$ cat src/rtl/core/lmlt_pkg.sv
`timescale 1ns / 1ps
// ----------------------------------------------------------------------------
// LCD mode/line timing package
// Mode codes, dot and line limits and the shared state/result/config types.
// ----------------------------------------------------------------------------
package lmlt_pkg;

  // display modes
  localparam logic [1:0] MODE_HBLANK = 2'd0;
  localparam logic [1:0] MODE_VBLANK = 2'd1;
  localparam logic [1:0] MODE_OAM    = 2'd2;
  localparam logic [1:0] MODE_DRAW   = 2'd3;

  // configuration register indexes
  localparam logic [2:0] REG_WINDOW_ENABLE  = 3'd0;
  localparam logic [2:0] REG_LY_COMPARE     = 3'd1;
  localparam logic [2:0] REG_LYC_IRQ_ENABLE = 3'd2;
  localparam logic [2:0] REG_WINDOW_Y       = 3'd3;
  localparam logic [2:0] REG_WIN_LEFT       = 3'd4;

  localparam int unsigned CFG_INDEX_W = 3;
  localparam int unsigned CFG_DATA_W  = 8;

  // dot and line limits
  localparam logic [8:0] DOTS_OAM      = 9'd80;
  localparam logic [8:0] DOTS_DRAW     = 9'd172;
  localparam logic [8:0] DOTS_HBLANK   = 9'd204;
  localparam logic [8:0] DOTS_LINE     = 9'd456;
  localparam logic [7:0] LINE_LAST     = 8'd153;  // lines total minus one
  localparam logic [7:0] LINES_VISIBLE = 8'd144;
  localparam logic [7:0] WX_LIMIT      = 8'd166;

  typedef struct packed {
    logic [1:0] mode;
    logic [8:0] dot;
    logic [7:0] line;
    logic [7:0] win;
    logic       match;
    logic       blank_done;
  } timing_t;

  typedef struct packed {
    logic       window_enable;
    logic [7:0] ly_compare;
    logic       lyc_irq_enable;
    logic [7:0] window_y;
    logic [7:0] win_left;
  } cfg_t;

  typedef struct packed {
    logic [1:0] mode;
    logic [7:0] line;
    logic [7:0] window_line;
    logic       coincidence;
    logic       vblank_irq;
    logic       lyc_irq;
    logic       frame_swap;
    logic       sprite_eval_start;
    logic       line_render_start;
  } result_t;

endpackage

$ cat src/rtl/core/lmlt_if.sv
`timescale 1ns / 1ps
// ----------------------------------------------------------------------------
// LCD mode/line timing channels
// Valid/ready interfaces for the dot tick input and the timing result.
// ----------------------------------------------------------------------------
interface lmlt_in_if;
  logic valid;
  logic ready;
  logic lcd_on;

  modport source (output valid, output lcd_on, input ready);
  modport sink   (input valid, input lcd_on, output ready);
endinterface

interface lmlt_out_if;
  logic       valid;
  logic       ready;
  logic [1:0] mode;
  logic [7:0] line;
  logic [7:0] window_line;
  logic       coincidence;
  logic       vblank_irq;
  logic       lyc_irq;
  logic       frame_swap;
  logic       sprite_eval_start;
  logic       line_render_start;

  modport source (
    output valid, output mode, output line, output window_line, output coincidence,
    output vblank_irq, output lyc_irq, output frame_swap, output sprite_eval_start,
    output line_render_start, input ready
  );
  modport sink (
    input valid, input mode, input line, input window_line, input coincidence,
    input vblank_irq, input lyc_irq, input frame_swap, input sprite_eval_start,
    input line_render_start, output ready
  );
endinterface

$ cat src/rtl/core/lmlt_step.sv
`timescale 1ns / 1ps
// ----------------------------------------------------------------------------
// LCD mode/line timing step
// Next timing state and result for one dot tick.
// ----------------------------------------------------------------------------
module lmlt_step (
  input  lmlt_pkg::timing_t st,
  input  lmlt_pkg::cfg_t    cfg,
  input  logic              lcd_on,
  output lmlt_pkg::timing_t st_nxt,
  output lmlt_pkg::result_t res
);

  logic [8:0] dot_inc;
  logic [7:0] line_inc;
  logic       line_hit;
  logic       vblank_p;
  logic       lyc_p;
  logic       swap_p;
  logic       spr_p;
  logic       rend_p;

  assign dot_inc  = st.dot + 9'd1;
  // line wraps modulo the line total
  assign line_inc = (st.line >= lmlt_pkg::LINE_LAST) ? 8'd0 : st.line + 8'd1;
  assign line_hit = (line_inc == cfg.ly_compare);

  always_comb begin
    st_nxt   = st;
    vblank_p = 1'b0;
    lyc_p    = 1'b0;
    swap_p   = 1'b0;
    spr_p    = 1'b0;
    rend_p   = 1'b0;
    if (!lcd_on) begin
      st_nxt.dot  = 9'd0;
      st_nxt.line = 8'd0;
      st_nxt.win  = 8'd0;
      st_nxt.mode = lmlt_pkg::MODE_HBLANK;
      if (!st.blank_done) begin
        swap_p            = 1'b1;
        st_nxt.blank_done = 1'b1;
      end
    end else begin
      st_nxt.dot        = dot_inc;
      st_nxt.blank_done = 1'b0;
      case (st.mode)
        lmlt_pkg::MODE_HBLANK: begin
          if (dot_inc >= lmlt_pkg::DOTS_HBLANK) begin
            st_nxt.dot   = 9'd0;
            st_nxt.line  = line_inc;
            st_nxt.match = line_hit;
            lyc_p        = line_hit & cfg.lyc_irq_enable;
            if (line_inc == lmlt_pkg::LINES_VISIBLE) begin
              st_nxt.win  = 8'd0;
              st_nxt.mode = lmlt_pkg::MODE_VBLANK;
              swap_p      = 1'b1;
              vblank_p    = 1'b1;
            end else begin
              st_nxt.mode = lmlt_pkg::MODE_OAM;
              if (cfg.window_enable && (line_inc > cfg.window_y) &&
                  (cfg.win_left <= lmlt_pkg::WX_LIMIT)) begin
                st_nxt.win = st.win + 8'd1;
              end
            end
          end
        end
        lmlt_pkg::MODE_VBLANK: begin
          if (dot_inc >= lmlt_pkg::DOTS_LINE) begin
            st_nxt.dot   = 9'd0;
            st_nxt.line  = line_inc;
            st_nxt.match = line_hit;
            lyc_p        = line_hit & cfg.lyc_irq_enable;
            // last line is compared, then wraps at once
            if (line_inc >= lmlt_pkg::LINE_LAST) begin
              st_nxt.line = 8'd0;
              st_nxt.mode = lmlt_pkg::MODE_OAM;
            end
          end
        end
        lmlt_pkg::MODE_OAM: begin
          if (dot_inc >= lmlt_pkg::DOTS_OAM) begin
            st_nxt.dot  = 9'd0;
            st_nxt.mode = lmlt_pkg::MODE_DRAW;
            spr_p       = 1'b1;
          end
        end
        default: begin
          if (dot_inc >= lmlt_pkg::DOTS_DRAW) begin
            st_nxt.dot  = 9'd0;
            st_nxt.mode = lmlt_pkg::MODE_HBLANK;
            rend_p      = 1'b1;
          end
        end
      endcase
    end
  end

  assign res.mode              = st_nxt.mode;
  assign res.line              = st_nxt.line;
  assign res.window_line       = st_nxt.win;
  assign res.coincidence       = st_nxt.match;
  assign res.vblank_irq        = vblank_p;
  assign res.lyc_irq           = lyc_p;
  assign res.frame_swap        = swap_p;
  assign res.sprite_eval_start = spr_p;
  assign res.line_render_start = rend_p;

endmodule

$ cat src/rtl/core/lcd_mode_line_timing.sv
`timescale 1ns / 1ps
// ----------------------------------------------------------------------------
// LCD mode and line timing generator
// Dot-clock sequencer: mode, line, window line, coincidence and event pulses.
// ----------------------------------------------------------------------------
// Each input item is one dot tick carrying lcd_on; each tick yields exactly one
// result item holding mode, line, window line and coincidence after the tick,
// plus the event pulses (vblank, lyc interrupt, frame swap, sprite eval start,
// line render start). Visible lines 0-143 run 80 dots OAM scan, 172 dots
// drawing and 204 dots HBLANK; VBLANK lines run 456 dots, and reaching line 153
// wraps to line 0 in the same tick. With lcd_on low the timing is held cleared
// in HBLANK and a single frame_swap pulse presents a blank frame. Throughput is
// one item per clock while in_ch.ready is high: the next state comes from one
// short combinational step between the timing state register and the result
// register, so the counters advance on every accepted tick. A result register
// plus one skid entry decouple the sides; in_ch.ready drops only when both
// hold results not yet taken. The user must write configuration through
// cfg_we/cfg_index/cfg_data only while the block is idle; the block itself
// does not enforce this. Indexes beyond 4 are ignored.
// ----------------------------------------------------------------------------
module lcd_mode_line_timing (
  input  logic                                 clk,
  input  logic                                 rst_n,
  lmlt_in_if.sink                              in_ch,
  lmlt_out_if.source                           out_ch,
  input  logic                                 cfg_we,
  input  logic [lmlt_pkg::CFG_INDEX_W-1:0]     cfg_index,
  input  logic [lmlt_pkg::CFG_DATA_W-1:0]      cfg_data
);

  // timing state and configuration
  lmlt_pkg::timing_t st_r;
  lmlt_pkg::timing_t st_nxt;
  lmlt_pkg::cfg_t    cfg_r;
  lmlt_pkg::result_t res;

  // result register and skid entry
  lmlt_pkg::result_t out_data_r;
  lmlt_pkg::result_t skid_data_r;
  logic              out_valid_r;
  logic              skid_valid_r;
  logic              out_valid_nxt;
  logic              skid_valid_nxt;

  logic in_acc;
  logic out_free;
  logic load_out_new;
  logic load_out_skid;
  logic load_skid;

  lmlt_step u_step (
    .st     (st_r),
    .cfg    (cfg_r),
    .lcd_on (in_ch.lcd_on),
    .st_nxt (st_nxt),
    .res    (res)
  );

  assign in_ch.ready = !skid_valid_r;
  assign in_acc      = in_ch.valid && !skid_valid_r;
  // output slot empties this cycle
  assign out_free    = !out_valid_r || out_ch.ready;

  // skid drains first so item order holds
  assign load_out_skid = out_free && skid_valid_r;
  assign load_out_new  = out_free && !skid_valid_r && in_acc;
  assign load_skid     = in_acc && !load_out_new;

  always_comb begin
    out_valid_nxt  = out_valid_r;
    skid_valid_nxt = skid_valid_r;
    if (out_free) begin
      out_valid_nxt  = skid_valid_r || in_acc;
      skid_valid_nxt = skid_valid_r && in_acc;
    end else if (in_acc) begin
      skid_valid_nxt = 1'b1;
    end
  end

  // timing state advances once per accepted tick
  always_ff @(posedge clk) begin
    if (!rst_n) begin
      st_r.mode       <= lmlt_pkg::MODE_OAM;
      st_r.dot        <= 9'd0;
      st_r.line       <= 8'd0;
      st_r.win        <= 8'd0;
      st_r.match      <= 1'b0;
      st_r.blank_done <= 1'b0;
    end else if (in_acc) begin
      st_r <= st_nxt;
    end
  end

  always_ff @(posedge clk) begin
    if (!rst_n) begin
      cfg_r <= '0;
    end else if (cfg_we) begin
      case (cfg_index)
        lmlt_pkg::REG_WINDOW_ENABLE:  cfg_r.window_enable  <= cfg_data[0];
        lmlt_pkg::REG_LY_COMPARE:     cfg_r.ly_compare     <= cfg_data;
        lmlt_pkg::REG_LYC_IRQ_ENABLE: cfg_r.lyc_irq_enable <= cfg_data[0];
        lmlt_pkg::REG_WINDOW_Y:       cfg_r.window_y       <= cfg_data;
        lmlt_pkg::REG_WIN_LEFT:       cfg_r.win_left       <= cfg_data;
        default: begin
        end
      endcase
    end
  end

  always_ff @(posedge clk) begin
    if (!rst_n) begin
      out_valid_r  <= 1'b0;
      skid_valid_r <= 1'b0;
    end else begin
      out_valid_r  <= out_valid_nxt;
      skid_valid_r <= skid_valid_nxt;
    end
  end

  always_ff @(posedge clk) begin
    if (load_out_skid) begin
      out_data_r <= skid_data_r;
    end else if (load_out_new) begin
      out_data_r <= res;
    end
    if (load_skid) begin
      skid_data_r <= res;
    end
  end

  assign out_ch.valid             = out_valid_r;
  assign out_ch.mode              = out_data_r.mode;
  assign out_ch.line              = out_data_r.line;
  assign out_ch.window_line       = out_data_r.window_line;
  assign out_ch.coincidence       = out_data_r.coincidence;
  assign out_ch.vblank_irq        = out_data_r.vblank_irq;
  assign out_ch.lyc_irq           = out_data_r.lyc_irq;
  assign out_ch.frame_swap        = out_data_r.frame_swap;
  assign out_ch.sprite_eval_start = out_data_r.sprite_eval_start;
  assign out_ch.line_render_start = out_data_r.line_render_start;

`ifndef SYNTHESIS
  // line 153 is never held: it wraps within the tick
  a_line_range: assert property (@(posedge clk) disable iff (!rst_n)
    st_r.line < lmlt_pkg::LINE_LAST)
    else $error("line counter reached wrap value");

  // skid only fills behind a held result
  a_skid_order: assert property (@(posedge clk) disable iff (!rst_n)
    skid_valid_r |-> out_valid_r)
    else $error("skid entry valid with empty result register");

  a_spr_mode: assert property (@(posedge clk) disable iff (!rst_n)
    (out_valid_r && out_data_r.sprite_eval_start) |->
      (out_data_r.mode == lmlt_pkg::MODE_DRAW))
    else $error("sprite eval start outside drawing");

  a_vblank_swap: assert property (@(posedge clk) disable iff (!rst_n)
    (out_valid_r && out_data_r.vblank_irq) |->
      (out_data_r.frame_swap && out_data_r.line == lmlt_pkg::LINES_VISIBLE))
    else $error("vblank pulse without frame swap at first vblank line");
`endif

endmodule

$ cat src/flat_wrapper.sv
// flat-port wrapper written by rule: the top's interface ports become plain ports
module lcd_mode_line_timing_flat 
  (clk, rst_n, cfg_we, cfg_index, cfg_data, in_ch_valid, in_ch_lcd_on, in_ch_ready, out_ch_valid, out_ch_mode, out_ch_line, out_ch_window_line, out_ch_coincidence, out_ch_vblank_irq, out_ch_lyc_irq, out_ch_frame_swap, out_ch_sprite_eval_start, out_ch_line_render_start, out_ch_ready);
  lmlt_in_if in_ch_i ();
  lmlt_out_if out_ch_i ();
  input  logic clk;
  input  logic rst_n;
  input  logic cfg_we;
  input  logic [lmlt_pkg::CFG_INDEX_W-1:0] cfg_index;
  input  logic [lmlt_pkg::CFG_DATA_W-1:0] cfg_data;
  input wire logic [$bits(in_ch_i.valid)-1:0] in_ch_valid;
  input wire logic [$bits(in_ch_i.lcd_on)-1:0] in_ch_lcd_on;
  output wire logic [$bits(in_ch_i.ready)-1:0] in_ch_ready;
  output wire logic [$bits(out_ch_i.valid)-1:0] out_ch_valid;
  output wire logic [$bits(out_ch_i.mode)-1:0] out_ch_mode;
  output wire logic [$bits(out_ch_i.line)-1:0] out_ch_line;
  output wire logic [$bits(out_ch_i.window_line)-1:0] out_ch_window_line;
  output wire logic [$bits(out_ch_i.coincidence)-1:0] out_ch_coincidence;
  output wire logic [$bits(out_ch_i.vblank_irq)-1:0] out_ch_vblank_irq;
  output wire logic [$bits(out_ch_i.lyc_irq)-1:0] out_ch_lyc_irq;
  output wire logic [$bits(out_ch_i.frame_swap)-1:0] out_ch_frame_swap;
  output wire logic [$bits(out_ch_i.sprite_eval_start)-1:0] out_ch_sprite_eval_start;
  output wire logic [$bits(out_ch_i.line_render_start)-1:0] out_ch_line_render_start;
  input wire logic [$bits(out_ch_i.ready)-1:0] out_ch_ready;
  assign in_ch_i.valid = in_ch_valid;
  assign in_ch_i.lcd_on = in_ch_lcd_on;
  assign in_ch_ready = in_ch_i.ready;
  assign out_ch_valid = out_ch_i.valid;
  assign out_ch_mode = out_ch_i.mode;
  assign out_ch_line = out_ch_i.line;
  assign out_ch_window_line = out_ch_i.window_line;
  assign out_ch_coincidence = out_ch_i.coincidence;
  assign out_ch_vblank_irq = out_ch_i.vblank_irq;
  assign out_ch_lyc_irq = out_ch_i.lyc_irq;
  assign out_ch_frame_swap = out_ch_i.frame_swap;
  assign out_ch_sprite_eval_start = out_ch_i.sprite_eval_start;
  assign out_ch_line_render_start = out_ch_i.line_render_start;
  assign out_ch_i.ready = out_ch_ready;
  lcd_mode_line_timing u_core (.clk(clk), .rst_n(rst_n), .in_ch(in_ch_i), .out_ch(out_ch_i), .cfg_we(cfg_we), .cfg_index(cfg_index), .cfg_data(cfg_data));
endmodule
$ cat config.mk
export PLATFORM = sky130hd
export DESIGN_NAME = lcd_mode_line_timing_flat
export DESIGN_NICKNAME = d
export VERILOG_FILES = /design/src/rtl/core/lmlt_pkg.sv /design/src/rtl/core/lmlt_if.sv /design/src/rtl/core/lmlt_step.sv /design/src/rtl/core/lcd_mode_line_timing.sv /design/src/flat_wrapper.sv
export SDC_FILE = /design/constraint.sdc
export NUM_CORES = 1
export LEC_CHECK = 0
export BUFFER_PORTS_ARGS = -buffer_cell sky130_fd_sc_hd__buf_2
export CAP_MARGIN = 10
export CORE_MARGIN = 1.5
export CORE_UTILIZATION = 46
export CTS_CLUSTER_SIZE = 28
export DETAILED_ROUTE_END_ITERATION = 10
export PLACE_DENSITY = 0.74
export RECOVER_POWER = 50
export SYNTH_ARGS = -nofsm -noshare
export SYNTH_HDL_FRONTEND = slang
export SYNTH_SLANG_ARGS = --single-unit
$ cat constraint.sdc
create_clock -name clk -period 3.8 [get_ports clk]
set_input_delay 1.14 -clock clk [delete_from_list [all_inputs] [get_ports clk]]
set_output_delay 1.14 -clock clk [all_outputs]
set_load 0.02 [all_outputs]
Word level (Yosys, flattened, before mapping). Index checks and enable logic that the tools add are counted. Widths: inputs -> output; s select.

Register bits: 105. Word-level logic and storage cells: 112.

$add $sub $neg: 3. Magnitude comparators: 8. Equal/unequal tests: 8. Muxes and demuxes: 38. Bitwise operators: 1. Reductions and logical operators: 23.

Operators by type and width (count): $mux 24 (2); $mux 8 (5); $pmux 11 s3 (1); $mux 28 (1); $mux 27 (1); $mux 11 (2); $mux 1 (20); $mux 19 (1); $ge 9x8->1 const B (2); $add 8x1->8 const B (2); $ge 8x8->1 const B (2); $pmux 8 s2 (1); $reduce_and 2->1 (5); $add 9x1->9 const B (1); $ge 9x7->1 const B (1); $ge 9x9->1 const B (1); $eq 8x8->1 (1); $eq 8x8->1 const B (1); $gt 8x8->1 (1); $le 8x8->1 const B (1); $logic_and 1x1->1 (8); $eq 3x2->1 const B (2); $mux 2 (2); $pmux 1 s2 (2); other kinds (11) (15).

Logic depth before layout (Yosys ltp). Gate-level depths: netlist of run 1.

Depth in word-level cells: 12. Mapped depth: 17. Gate-level depth less buffers: 15.

Modules after synthesis. Synthesis of run 1 repeated with hierarchy kept, for this count alone.

Cells, all modules: 600. Area, all modules: 5830.6 um2.

By module, submodules not included: lcd_mode_line_timing (times used 1, cells an instance 312, area an instance 3885.0 um2); lmlt_step (times used 1, cells an instance 288, area an instance 1945.6 um2).

Least setup slack after synthesis of run 1. OpenSTA, ideal clock, no wires.

Path type: register to register. Start: reg u_core.st_r[14] (netlist name). End: reg u_core.out_data_r, in the netlist u_core.out_ch.window_line[1], data pin. Data arrival time: 3047 ps. Data required time: 3535 ps. Setup slack: 488 ps. Stages on the path, launching flop included: 16. Path buffers: 3. Path through: dfxtp_1 -> clkbuf_2 -> clkinv_1 -> or4_1 -> and2_0 -> buf_2 -> inv_1 -> ha_1 -> nand4_1 -> o211ai_1 -> a31oi_1 -> o311a_1 -> and2_1 -> buf_1 -> mux2i_1 -> o31ai_1.

Cells in the longest elaborated chain, start to end: 12. Elaborated cells between the ends (all ways): 14. Those cells by class: 1 x add/sub; 2 x order compare; 1 x eq/ne; 8 x mux; 2 x reduce/logical.

RTL lines: from (decl) (RTL line lcd_mode_line_timing.sv:32) `lmlt_pkg::timing_t st_r;`; from (signal assigned) (RTL line lcd_mode_line_timing.sv:90) `st_r <= st_nxt;`; $add 8x1->8 / $ge 8x8->1 (equally long branches) (RTL line lmlt_step.sv:25) `assign line_inc = (st.line >= lmlt_pkg::LINE_LAST) ? 8'd0 : st.line + 8'd1;`; $mux 8 (*) (RTL line lmlt_step.sv:25); $gt 8x8->1 (RTL line lmlt_step.sv:61) `if (cfg.window_enable && (line_inc > cfg.window_y) &&`; $logic_and 1x1->1 (2 in a row) (RTL line lmlt_step.sv:61); $mux 8 (RTL line lmlt_step.sv:61); $mux 8 (*) (RTL line lmlt_step.sv:54) `if (line_inc == lmlt_pkg::LINES_VISIBLE) begin`; $mux 28 (*) (RTL line lmlt_step.sv:49) `if (dot_inc >= lmlt_pkg::DOTS_HBLANK) begin`; $mux 8 (*) (RTL line lmlt_step.sv:47) `case (st.mode)`; $mux 27 (*) (RTL line lmlt_step.sv:35) `if (!lcd_on) begin`; $mux 24 (*) (RTL line lcd_mode_line_timing.sv:123) `end else if (load_out_new) begin`; $mux 24 (*) (RTL line lcd_mode_line_timing.sv:121) `if (load_out_skid) begin`; to (signal assigned) (RTL line lcd_mode_line_timing.sv:122) `out_data_r <= skid_data_r;`; to (signal assigned) (RTL line lcd_mode_line_timing.sv:124) `out_data_r <= res;`; to (decl) (RTL line lcd_mode_line_timing.sv:38) `lmlt_pkg::result_t out_data_r;`.

Every way passes the cells marked *; elsewhere a longest branch is shown, timed or not. The select of a mux whose other input is x is not followed. A chain may end at the register's enable or synchronous reset.

Worst setup path in the final report of run 1.
Start: reg u_core.st_r[11] (netlist name). End: reg u_core.st_r[8] (netlist name).

Cells in the longest elaborated chain, start to end: 10. Elaborated cells between the ends (all ways): 12. Those cells by class: 1 x add/sub; 2 x order compare; 1 x eq/ne; 6 x mux; 2 x reduce/logical.

RTL lines (RTL line): $add 8x1->8 / $ge 8x8->1 (equally long branches) (lmlt_step.sv:25); $mux 8 (*) (lmlt_step.sv:25); $gt 8x8->1 (lmlt_step.sv:61); $logic_and 1x1->1 (2 in a row) (lmlt_step.sv:61); $mux 8 (lmlt_step.sv:61); $mux 8 (*) (lmlt_step.sv:54); $mux 28 (*) (lmlt_step.sv:49); $mux 8 (*) (lmlt_step.sv:47); $mux 27 (*) (lmlt_step.sv:35).

Every way passes the cells marked *; elsewhere a longest branch is shown, timed or not.

==> results of run 1 <==
[tightest hold or removal path: cells and delay by family (launching register included)]
kind / cells / cell delay (ns)
flip-flops: 1 / 0.31
AO/OA/AOI/OAI: 1 / 0.06
AND/OR/NAND/NOR: 1 / 0.05
[power by group]
group	switching, mW	internal, mW
Sequential	0.0129	1.21
Combinational	0.110	0.0465
Clock	0.436	0.589
Total	0.559	1.84
[kinds of logic after synthesis]
group                      count (synthesis)  synth area share
muxes                                     21           0.03580
xor gates and xnor gates                  20           0.03199
DFF                                      105            0.4373
adders and majority gates                 14           0.02966
and+or+nand+nor                          273            0.2303
buffers and inverters                     65           0.04555
AOI/OAI and AO/OA                        161            0.1894
[state kept, by name, indices dropped and copies added, names as in the netlist]
| name | count |
|---|---|
| u_core.out_ch.window_line | 8 |
| u_core.skid_valid_r | 1 |
| u_core.out_ch.coincidence | 1 |
| u_core.out_ch.line_render_start | 1 |
| u_core.skid_data_r | 24 |
| u_core.out_ch.sprite_eval_start | 1 |
| u_core.out_ch.vblank_irq | 1 |
| u_core.out_ch.lyc_irq | 1 |
| u_core.cfg_r | 26 |
| u_core.out_ch.valid | 1 |
| u_core.out_ch.mode | 2 |
| u_core.out_ch.frame_swap | 1 |
| u_core.out_ch.line | 8 |
| u_core.st_r | 29 |
[worst paths after layout]
path                                               startpoint                            end  slack [ns]  cells after the start
worst min-delay path            u_core.cfg_r[12]$_SDFFE_PN0P_  u_core.cfg_r[12]$_SDFFE_PN0P_        0.47                      2
worst min register to register  u_core.cfg_r[12]$_SDFFE_PN0P_  u_core.cfg_r[12]$_SDFFE_PN0P_        0.47                      2
worst max-delay path             u_core.st_r[11]$_SDFFE_PN0P_    u_core.st_r[8]$_SDFFE_PN0P_        0.25                     15
worst max register to register   u_core.st_r[11]$_SDFFE_PN0P_    u_core.st_r[8]$_SDFFE_PN0P_        0.25                     15
[cells in the mapped netlist, types with 5 or more instances]
| library cell | instances |
|---|---|
| nor4_1 | 5 |
| nor2b_1 | 18 |
| nand4_1 | 11 |
| a21boi_0 | 21 |
| buf_2 | 9 |
| a31oi_1 | 9 |
| edfxtp_1 | 48 |
| dfxtp_1 | 57 |
| mux2i_1 | 20 |
| o22ai_1 | 15 |
| a21o_1 | 6 |
| o21a_1 | 5 |
| inv_1 | 23 |
| or3b_2 | 5 |
| a21oi_1 | 29 |
| o21ai_0 | 24 |
| and3_1 | 14 |
| and2_1 | 7 |
| o31ai_1 | 10 |
| nor3_1 | 8 |
| xnor2_1 | 9 |
| nand2b_1 | 7 |
| xor2_1 | 10 |
| nor2_1 | 33 |
| nand3_1 | 26 |
| nand2_1 | 113 |
| ha_1 | 14 |
| clkbuf_1 | 25 |
[final cells by class]
| cell class | instances | area, um^2 | share of cell area |
|---|---|---|---|
| repair buffers | 60 | 302.8 | 0.04593 |
| flip-flops and latches | 105 | 2584 | 0.3919 |
| multi-input cells | 489 | 3070 | 0.4657 |
| clock buffers | 10 | 229.0 | 0.03473 |
| well taps | 172 | 215.2 | 0.03264 |
| clock inverters | 6 | 97.59 | 0.01480 |
| inverters | 25 | 93.84 | 0.01423 |
[per-stage QoR]
stage                     cell area (um^2)  setup WS, ns
after floorplan                       5906        0.4877
after global placement                6294        0.3223
after detailed placement              6294       0.06659
after CTS                             6620      0.008638
after global routing                  6593       0.03889
final                                 6593        0.2489
[routing by layer]
layer	up-vias	wire, um	GRT usage
li1	2442	-	-
met1	2338	6432	0.2817
met2	218	6324	0.3329
met3	29	877	0.03684
met4	0	226	0.06016
met5	-	0	0
==> flow_metrics.py, run 1 <==
metrics = {
    "power": {
        "vdd_ir_drop_max_uv": 262.2,
        "power_density_mw_per_mm2": 364.5,
        "p_total_mw": 2.403,
        "p_leak_nw": 2.294,
    },
    "synthesis": {
        "syn_nets": 690,
        "synth_cell_types": 76,
        "postSynthCellCount": 659,
        "ys_warn_count": 0,
        "synth_edf_count": 48,
        "async_flop_share": 0,
        "ys_ff_latch": 105,
        "syn_area_per_cell_um2": 8.962,
        "synth_ff_type": "dfxtp_1",
        "syn_area_mm2": 0.005906,
        "synth_top_area_share": 0.2441,
        "synth_seq_area_share": 0.4373,
        "synth_area_leader_cell": "edfxtp_1",
        "synth_area_leaders": "edfxtp_1 (24%), dfxtp_1 (19%), nand2_1 (7.2%)",
    },
    "cts": {
        "clk_pin_slew_ns": 0.07,
        "cts_tree": "yes",
        "cts-htree-levels": 3,
        "clk_latency_ns": 0.35,
        "cts.sinks": 105,
        "cts_buffer_depth": 2,
        "clockRootBuffer": "clkbuf_16",
        "post_cts.repair.setup_buffers": 0,
        "cts_inserted_buffers": 9,
        "cts_hold_buf": 0,
        "cts-resized-gates": 0,
    },
    "die": {
        "core_area_mm2": 0.01257,
        "die_w_um": 116.3,
        "die-area_mm2": 0.01353,
        "die_y_um": 116.3,
        "boundaryPins": 43,
        "start_util": 0.4699,
        "rows": 41,
    },
    "placement": {
        "dp_cells": 851,
        "gp_congestion": 0.9325,
        "hpwl_um": 9740,
        "port_buffers": 42,
    },
    "final_layout": {
        "post-route-util": 0.5245,
        "diodes": 0,
        "layout.cells.non_filler": 867,
        "areaGrowthSynthToFinish_pct": 11.63,
        "drive_gt1_frac": 0.1007,
        "mostFrequentLayoutCells": "nand2_1 (113), dfxtp_1 (56), edfxtp_1 (48)",
        "final.fill_count": 1136,
        "nets": 721,
        "layout_commonest_cell": "nand2_1",
    },
    "sta": {
        "timing.hold.ws_ns": 0.4665,
        "slew_viol_final": 44,
        "fin_tns_setup_ns": 0,
        "worst_pin_slew_ns": 1.868,
        "rsz0062_at_grt": "false",
        "hold_viol": 0,
        "max-slew-margin-rel": -0.2456,
        "period_share": 0.9345,
        "setup_viol": 0,
        "fin_crit_ns": 3.551,
        "max_freq_mhz": 281.6,
        "fin_skew_ns": 0.01118,
    },
    "run_status": {
        "violations": "max-capacitance violations, max-slew violations",
        "outcome": "finished, violations left",
    },
    "routing": {
        "wl_per_cell_um": 15.99,
        "postRouteAntennaNets": 0,
        "vias_per_cell": 5.798,
        "drtIter0Drc": 622,
        "finalWirelength_um": 13860,
        "first_pass_iters": 7,
        "drc": 0,
        "via_count": 5027,
    },
    "critical_path": {
        "endpoint_kind": "flop",
        "max_stage_delay_ns": 0.55,
        "criticalPathCategory": "flop to flop",
        "critPathMaxFanout": 7,
        "cp.buffers_inverters": 2,
        "worst_setup_path_start_kind": "flop",
        "slowest_stage": "or3b_2",
        "cp.arrival_ns": 3.82,
        "required_ns": 4.06,
        "path_cells": "inv_1, ha_1, nor3b_2, o21ai_0, nand2_1, nand2_1, inv_1, ha_1, nand4_1, o211ai_1, a31oi_1, o311a_4, nand3_1, or3b_2, o22ai_1",
        "crit_family": "simple AND/OR/NAND/NOR gates",
    },
    "grt": {
        "antenna_found_initial": 0,
        "grt_max_degree": 44,
        "first_global_vias": 4581,
        "grt_pass1_wl_um": 22090,
        "grt-ovfl-total": 0,
        "grt_util_all_layers": 0.2053,
    },
    "min_path": {
        "hold_path_class": "flop to flop",
    },
    "run": {
        "drv_cap": 1,
    },
}
Note: power is estimated with default switching activity, not from simulation.
==> inputs of run 2 (changes only) <==
--- a/config.mk
+++ b/config.mk
@@ -11,6 +11,7 @@
 export CORE_UTILIZATION = 46
 export CTS_CLUSTER_SIZE = 28
 export DETAILED_ROUTE_END_ITERATION = 10
+export MAX_ROUTING_LAYER = met4
 export PLACE_DENSITY = 0.74
 export RECOVER_POWER = 50
 export SYNTH_ARGS = -nofsm -noshare
==> constraint.sdc (replaced) <==
create_clock -name clk -period 3.8 [get_ports clk]
set_input_delay 0.38 -clock clk [delete_from_list [all_inputs] [get_ports clk]]
set_output_delay 0.38 -clock clk [all_outputs]
set_load 0.02 [all_outputs]
==> flow_metrics.py, run 2 (same netlist as run 1, synthesis figures left out) <==
metrics = {
    "critical_path": {
        "cp.arrival_ns": 3.81,
        "r2r_slack_ns": 0.26,
        "slowest_stage": "or3b_2",
        "max_stage_delay_ns": 0.53,
        "criticalPathCategory": "flop to flop",
        "required_ns": 4.08,
        "cp.buffers_inverters": 2,
        "critPathMaxFanout": 11,
        "worst_setup_path_start_kind": "flop",
        "path_cells": "inv_1, ha_1, nor3b_1, o21ai_1, nand2_1, nand2_1, inv_1, ha_1, nand4_1, o211ai_1, a31oi_1, o311a_1, nand3_1, or3b_2, o22ai_1",
        "crit_family": "simple AND/OR/NAND/NOR gates",
        "endpoint_kind": "flop",
    },
    "grt": {
        "grt-ovfl-total": 0,
        "grt_max_degree": 44,
        "grt_util_all_layers": 0.2200,
        "first_global_vias": 4537,
        "grt_pass1_wl_um": 22720,
        "antenna_found_initial": 0,
    },
    "final_layout": {
        "layout_commonest_cell": "nand2_1",
        "drive_gt1_frac": 0.1076,
        "largest_reg_flops": 29,
        "final.fill_count": 1155,
        "mostFrequentLayoutCells": "nand2_1 (113), dfxtp_1 (55), edfxtp_1 (48)",
        "areaGrowthSynthToFinish_pct": 11.25,
        "diodes": 0,
        "seqCellArea_mm2": 0.002585,
        "fin_area_mm2": 0.006570,
        "largestRegisters": "u_core.st_r (29), u_core.cfg_r (26), u_core.skid_data_r (24)",
        "multi_input_area_mm2": 0.003063,
        "nets": 723,
        "regMostFlops": "u_core.st_r",
        "layout.cells.non_filler": 869,
    },
    "sta": {
        "setup_viol": 0,
        "rsz0062_at_grt": "false",
        "period_share": 0.9303,
        "worst_pin_slew_ns": 1.817,
        "finalWorstSetupSlack_ns": 0.2647,
        "fin_crit_ns": 3.535,
        "max-slew-margin-rel": -0.2115,
        "fin_skew_ns": 0.009972,
        "slew_viol_final": 44,
        "max_freq_mhz": 282.9,
        "fin_tns_setup_ns": 0,
        "hold_viol": 0,
    },
    "routing": {
        "drc": 0,
        "vias_per_cell": 5.751,
        "wl_per_cell_um": 15.96,
        "wl_met1_um": 6417,
        "via_count": 4998,
        "met3_length_um": 849,
        "postRouteAntennaNets": 0,
        "drtIter0Drc": 506,
        "routed-wl-met2_um": 6390,
        "top_layer_used": "met4",
        "first_pass_iters": 7,
        "finalWirelength_um": 13870,
    },
    "placement": {
        "gp_congestion": 0.9595,
        "hpwl_um": 9936,
        "place_ws_ns": 0.1120,
        "dp_cells": 853,
        "port_buffers": 42,
        "dpl-instance-area_mm2": 0.006309,
    },
    "power": {
        "p_total_mw": 2.304,
        "sw_frac_of_total": 0.2433,
        "clockPowerShare": 0.403,
        "p_sw_mw": 0.5606,
        "internal_power_mw": 1.744,
        "seqPwrFrac": 0.530,
        "p_comb_frac": 0.067,
        "vdd_ir_drop_max_uv": 202.6,
        "p_leak_nw": 2.289,
        "power_density_mw_per_mm2": 350.7,
    },
    "cts": {
        "cts_buffer_depth": 2,
        "cts_hold_buf": 0,
        "post_cts.repair.setup_buffers": 0,
        "cts_tree": "yes",
        "cts-resized-gates": 0,
        "clk_pin_slew_ns": 0.07,
        "clockRootBuffer": "clkbuf_16",
        "cts.sinks": 105,
        "clk_latency_ns": 0.36,
        "cts_inserted_buffers": 9,
        "cts-htree-levels": 3,
    },
    "die": {
        "start_util": 0.4699,
        "boundaryPins": 43,
        "die_w_um": 116.3,
        "rows": 41,
        "core_area_mm2": 0.01257,
        "die_y_um": 116.3,
        "die-area_mm2": 0.01353,
    },
    "run_status": {
        "outcome": "finished, violations left",
        "violations": "max-capacitance violations, max-slew violations",
    },
    "min_path": {
        "hold_path_class": "input port to flop",
    },
    "run": {
        "drv_cap": 1,
    },
}
run 2: cell types whose count changed in the layout (fill, tap and decap cells not counted), moves of 2 or more:
cell       before  now
buf_4          16   18
bufinv_16       2    0
clkbuf_1       31   29
clkinv_2        0    2
run 2: tightest hold or removal path, cell delays in order:
cell,delay [ns]
buf_2,0.11
nand2_1,0.05
a21boi_0,0.06
run 2: power by group through the flow:
stage	registers, mW	logic, mW	clock network [mW]
5_1_grt	1.22	0.172	0.975
2_1_floorplan	1.26	0.0853	0
4_1_cts	1.22	0.159	0.934
3_3_place_gp	1.25	0.155	0
6_report	1.22	0.155	0.928
3_5_place_dp	1.25	0.158	0
run 2: routing by layer:
metal / GRT usage / vias to the layer above
met5: - / -
met4: 0.06341 / 0
met3: 0.03477 / 22
met2: 0.3361 / 175
met1: 0.3033 / 2355
li1: - / 2446
run 2: worst paths after layout:
kind | cells after the start | from | to
setup / recovery | 15 | u_core.st_r[10]$_SDFFE_PN0P_ | u_core.st_r[7]$_SDFFE_PN0P_
hold / removal | 3 | cfg_data[6] | u_core.cfg_r[14]$_SDFFE_PN0P_
setup reg to reg | 15 | u_core.st_r[10]$_SDFFE_PN0P_ | u_core.st_r[7]$_SDFFE_PN0P_
hold reg to reg | 2 | u_core.cfg_r[14]$_SDFFE_PN0P_ | u_core.cfg_r[14]$_SDFFE_PN0P_
run 2: area by class of cell:
type | count | share of cell area
multi-input combinational | 489 | 0.4662
sequential | 105 | 0.3934
timing repair buffer | 62 | 0.04856
clock buffer | 10 | 0.03809
tap | 172 | 0.03276
inverter | 25 | 0.01428
clock inverter | 6 | 0.006665
run 2: stage by stage:
step	utilization	hold WS, ns
CTS	0.5253	0.2924
floorplan	-	0.4426
global route	0.5227	0.3155
finish	0.5227	0.2951
global placement	0.5019	0.4526
detailed placement	0.5019	0.4584
==> inputs of run 3 (changes only) <==
--- a/config.mk
+++ b/config.mk
@@ -11,9 +11,11 @@
 export CORE_UTILIZATION = 46
 export CTS_CLUSTER_SIZE = 28
 export DETAILED_ROUTE_END_ITERATION = 10
+export HOLD_SLACK_MARGIN = 0.05
 export MAX_ROUTING_LAYER = met4
 export PLACE_DENSITY = 0.74
 export RECOVER_POWER = 50
+export REMOVE_ABC_BUFFERS = 1
 export SYNTH_ARGS = -nofsm -noshare
 export SYNTH_HDL_FRONTEND = slang
 export SYNTH_SLANG_ARGS = --single-unit
==> flow_metrics.py, run 3 (same netlist as run 1, synthesis figures left out) <==
metrics = {
    "cts": {
        "cts-htree-levels": 3,
        "cts_inserted_buffers": 9,
        "clk_latency_ns": 0.36,
        "cts_buffer_depth": 2,
        "clk_pin_slew_ns": 0.08,
        "cts.sinks": 105,
        "clockRootBuffer": "clkbuf_16",
        "cts_tree": "yes",
        "cts_hold_buf": 0,
    },
    "final_layout": {
        "drive_gt1_frac": 0.1010,
        "diodes": 0,
        "largest_reg_flops": 29,
        "areaGrowthSynthToFinish_pct": 11.00,
        "layout_commonest_cell": "nand2_1",
        "largestRegisters": "u_core.st_r (29), u_core.cfg_r (26), u_core.skid_data_r (24)",
        "seqCellArea_mm2": 0.002584,
        "mostFrequentLayoutCells": "nand2_1 (113), dfxtp_1 (56), edfxtp_1 (48)",
        "regMostFlops": "u_core.st_r",
        "final.fill_count": 1177,
        "nets": 719,
        "post-route-util": 0.5216,
        "layout.cells.non_filler": 865,
        "multi_input_area_mm2": 0.003073,
    },
    "grt": {
        "grt_max_degree": 59,
        "first_global_vias": 4568,
        "grt_util_all_layers": 0.2195,
        "antenna_found_initial": 0,
        "grt_pass1_wl_um": 22560,
        "grt-ovfl-total": 0,
    },
    "sta": {
        "slew_viol_final": 59,
        "fin_crit_ns": 3.496,
        "worst_pin_slew_ns": 2.292,
        "max_freq_mhz": 286.1,
        "rsz0062_at_grt": "false",
        "fin_skew_ns": 0.009628,
        "finalWorstSetupSlack_ns": 0.3042,
        "fin_tns_setup_ns": 0,
        "hold_viol": 0,
        "period_share": 0.9199,
        "max-slew-margin-rel": -0.5277,
        "setup_viol": 0,
    },
    "routing": {
        "drtIter0Drc": 391,
        "vias_per_cell": 5.725,
        "first_pass_iters": 5,
        "via_count": 4952,
        "postRouteAntennaNets": 0,
        "wl_per_cell_um": 16.05,
        "drc": 0,
        "finalWirelength_um": 13890,
    },
    "run_status": {
        "outcome": "finished, violations left",
        "violations": "max-capacitance violations, max-slew violations",
    },
    "die": {
        "die_y_um": 116.3,
        "die-area_mm2": 0.01353,
        "die_w_um": 116.3,
        "boundaryPins": 43,
        "start_util": 0.4699,
        "rows": 41,
        "core_area_mm2": 0.01257,
    },
    "placement": {
        "gp_congestion": 0.9149,
        "place_ws_ns": 0.1481,
        "dp_cells": 849,
        "hpwl_um": 9938,
        "port_buffers": 42,
    },
    "critical_path": {
        "criticalPathCategory": "flop to flop",
        "required_ns": 3.90,
        "worst_setup_path_start_kind": "flop",
        "endpoint_kind": "flop",
        "critPathMaxFanout": 19,
        "cp.arrival_ns": 3.59,
        "timing.rr.start": "u_core.st_r[23]$_SDFFE_PN0P_",
        "startpoint": "u_core.st_r[23]$_SDFFE_PN0P_",
    },
    "power": {
        "clockPowerShare": 0.406,
        "vdd_ir_drop_max_uv": 183.4,
        "sw_frac_of_total": 0.2376,
        "internal_power_mw": 1.768,
        "p_comb_frac": 0.067,
        "seqPwrFrac": 0.527,
        "p_total_mw": 2.320,
        "p_sw_mw": 0.5512,
        "p_leak_nw": 2.272,
        "power_density_mw_per_mm2": 353.9,
    },
    "run": {
        "drv_cap": 1,
    },
    "min_path": {
        "hp-start": "cfg_data[7]",
        "hold_path_class": "input port to flop",
    },
}
[run 3: cell type report]
class | instances | share of cell area
Clock buffer | 10 | 0.03493
Clock inverter | 6 | 0.01031
Inverter | 25 | 0.01432
Multi-Input combinational cell | 489 | 0.4688
Sequential cell | 105 | 0.3942
Tap cell | 172 | 0.03283
Timing Repair Buffer | 58 | 0.04467
[run 3: metal layers]
layer / GRT usage / routed length [um] / share of wire
met5: - / 0 / 0
met4: 0.09187 / 341 / 0.025
met1: 0.2850 / 6385 / 0.46
met3: 0.03477 / 602 / 0.043
met2: 0.3424 / 6556 / 0.47
[run 3: final timing paths]
kind,endpoint,slack (ns),cells past startpoint
max,u_core.out_ch.window_line[7]$_DFFE_PP_,0.30,7
min reg2reg,u_core.cfg_r[9]$_SDFFE_PN0P_,0.47,2
max reg2reg,u_core.out_ch.window_line[7]$_DFFE_PP_,0.30,7
min,u_core.cfg_r[15]$_SDFFE_PN0P_,0.30,3
[run 3: through the flow]
stage / hold slack (ns) / instance area [um^2]
after floorplan: 0.4425 / 5731
after global placement: 0.4563 / 6279
after detailed placement: 0.4630 / 6279
after CTS: 0.2976 / 6575
after global routing: 0.3057 / 6555
final: 0.3029 / 6555
[run 3: power by group through the flow]
stage	logic [mW]	registers [mW]	clock network, mW
3_3_place_gp	0.155	1.25	0
4_1_cts	0.160	1.22	0.954
3_5_place_dp	0.159	1.25	0
5_1_grt	0.172	1.22	1.00
6_report	0.156	1.22	0.942
2_1_floorplan	0.0700	1.27	0
[run 3: repair_timing]
action / in CTS / in global routing
resized for setup: 0 / 3
setup endpoints to repair: 0 / 21
setup buffers: 0 / 0
[run 3: critical path: stages, from the launching register on]
cell and delay (ns):
dfxtp_1 0.70, nand4_1 0.23, nor4b_1 0.46, nor3b_2 0.17
o21ai_1 0.86, a31oi_2 0.42, nand2_1 0.28, o21ai_0 0.11
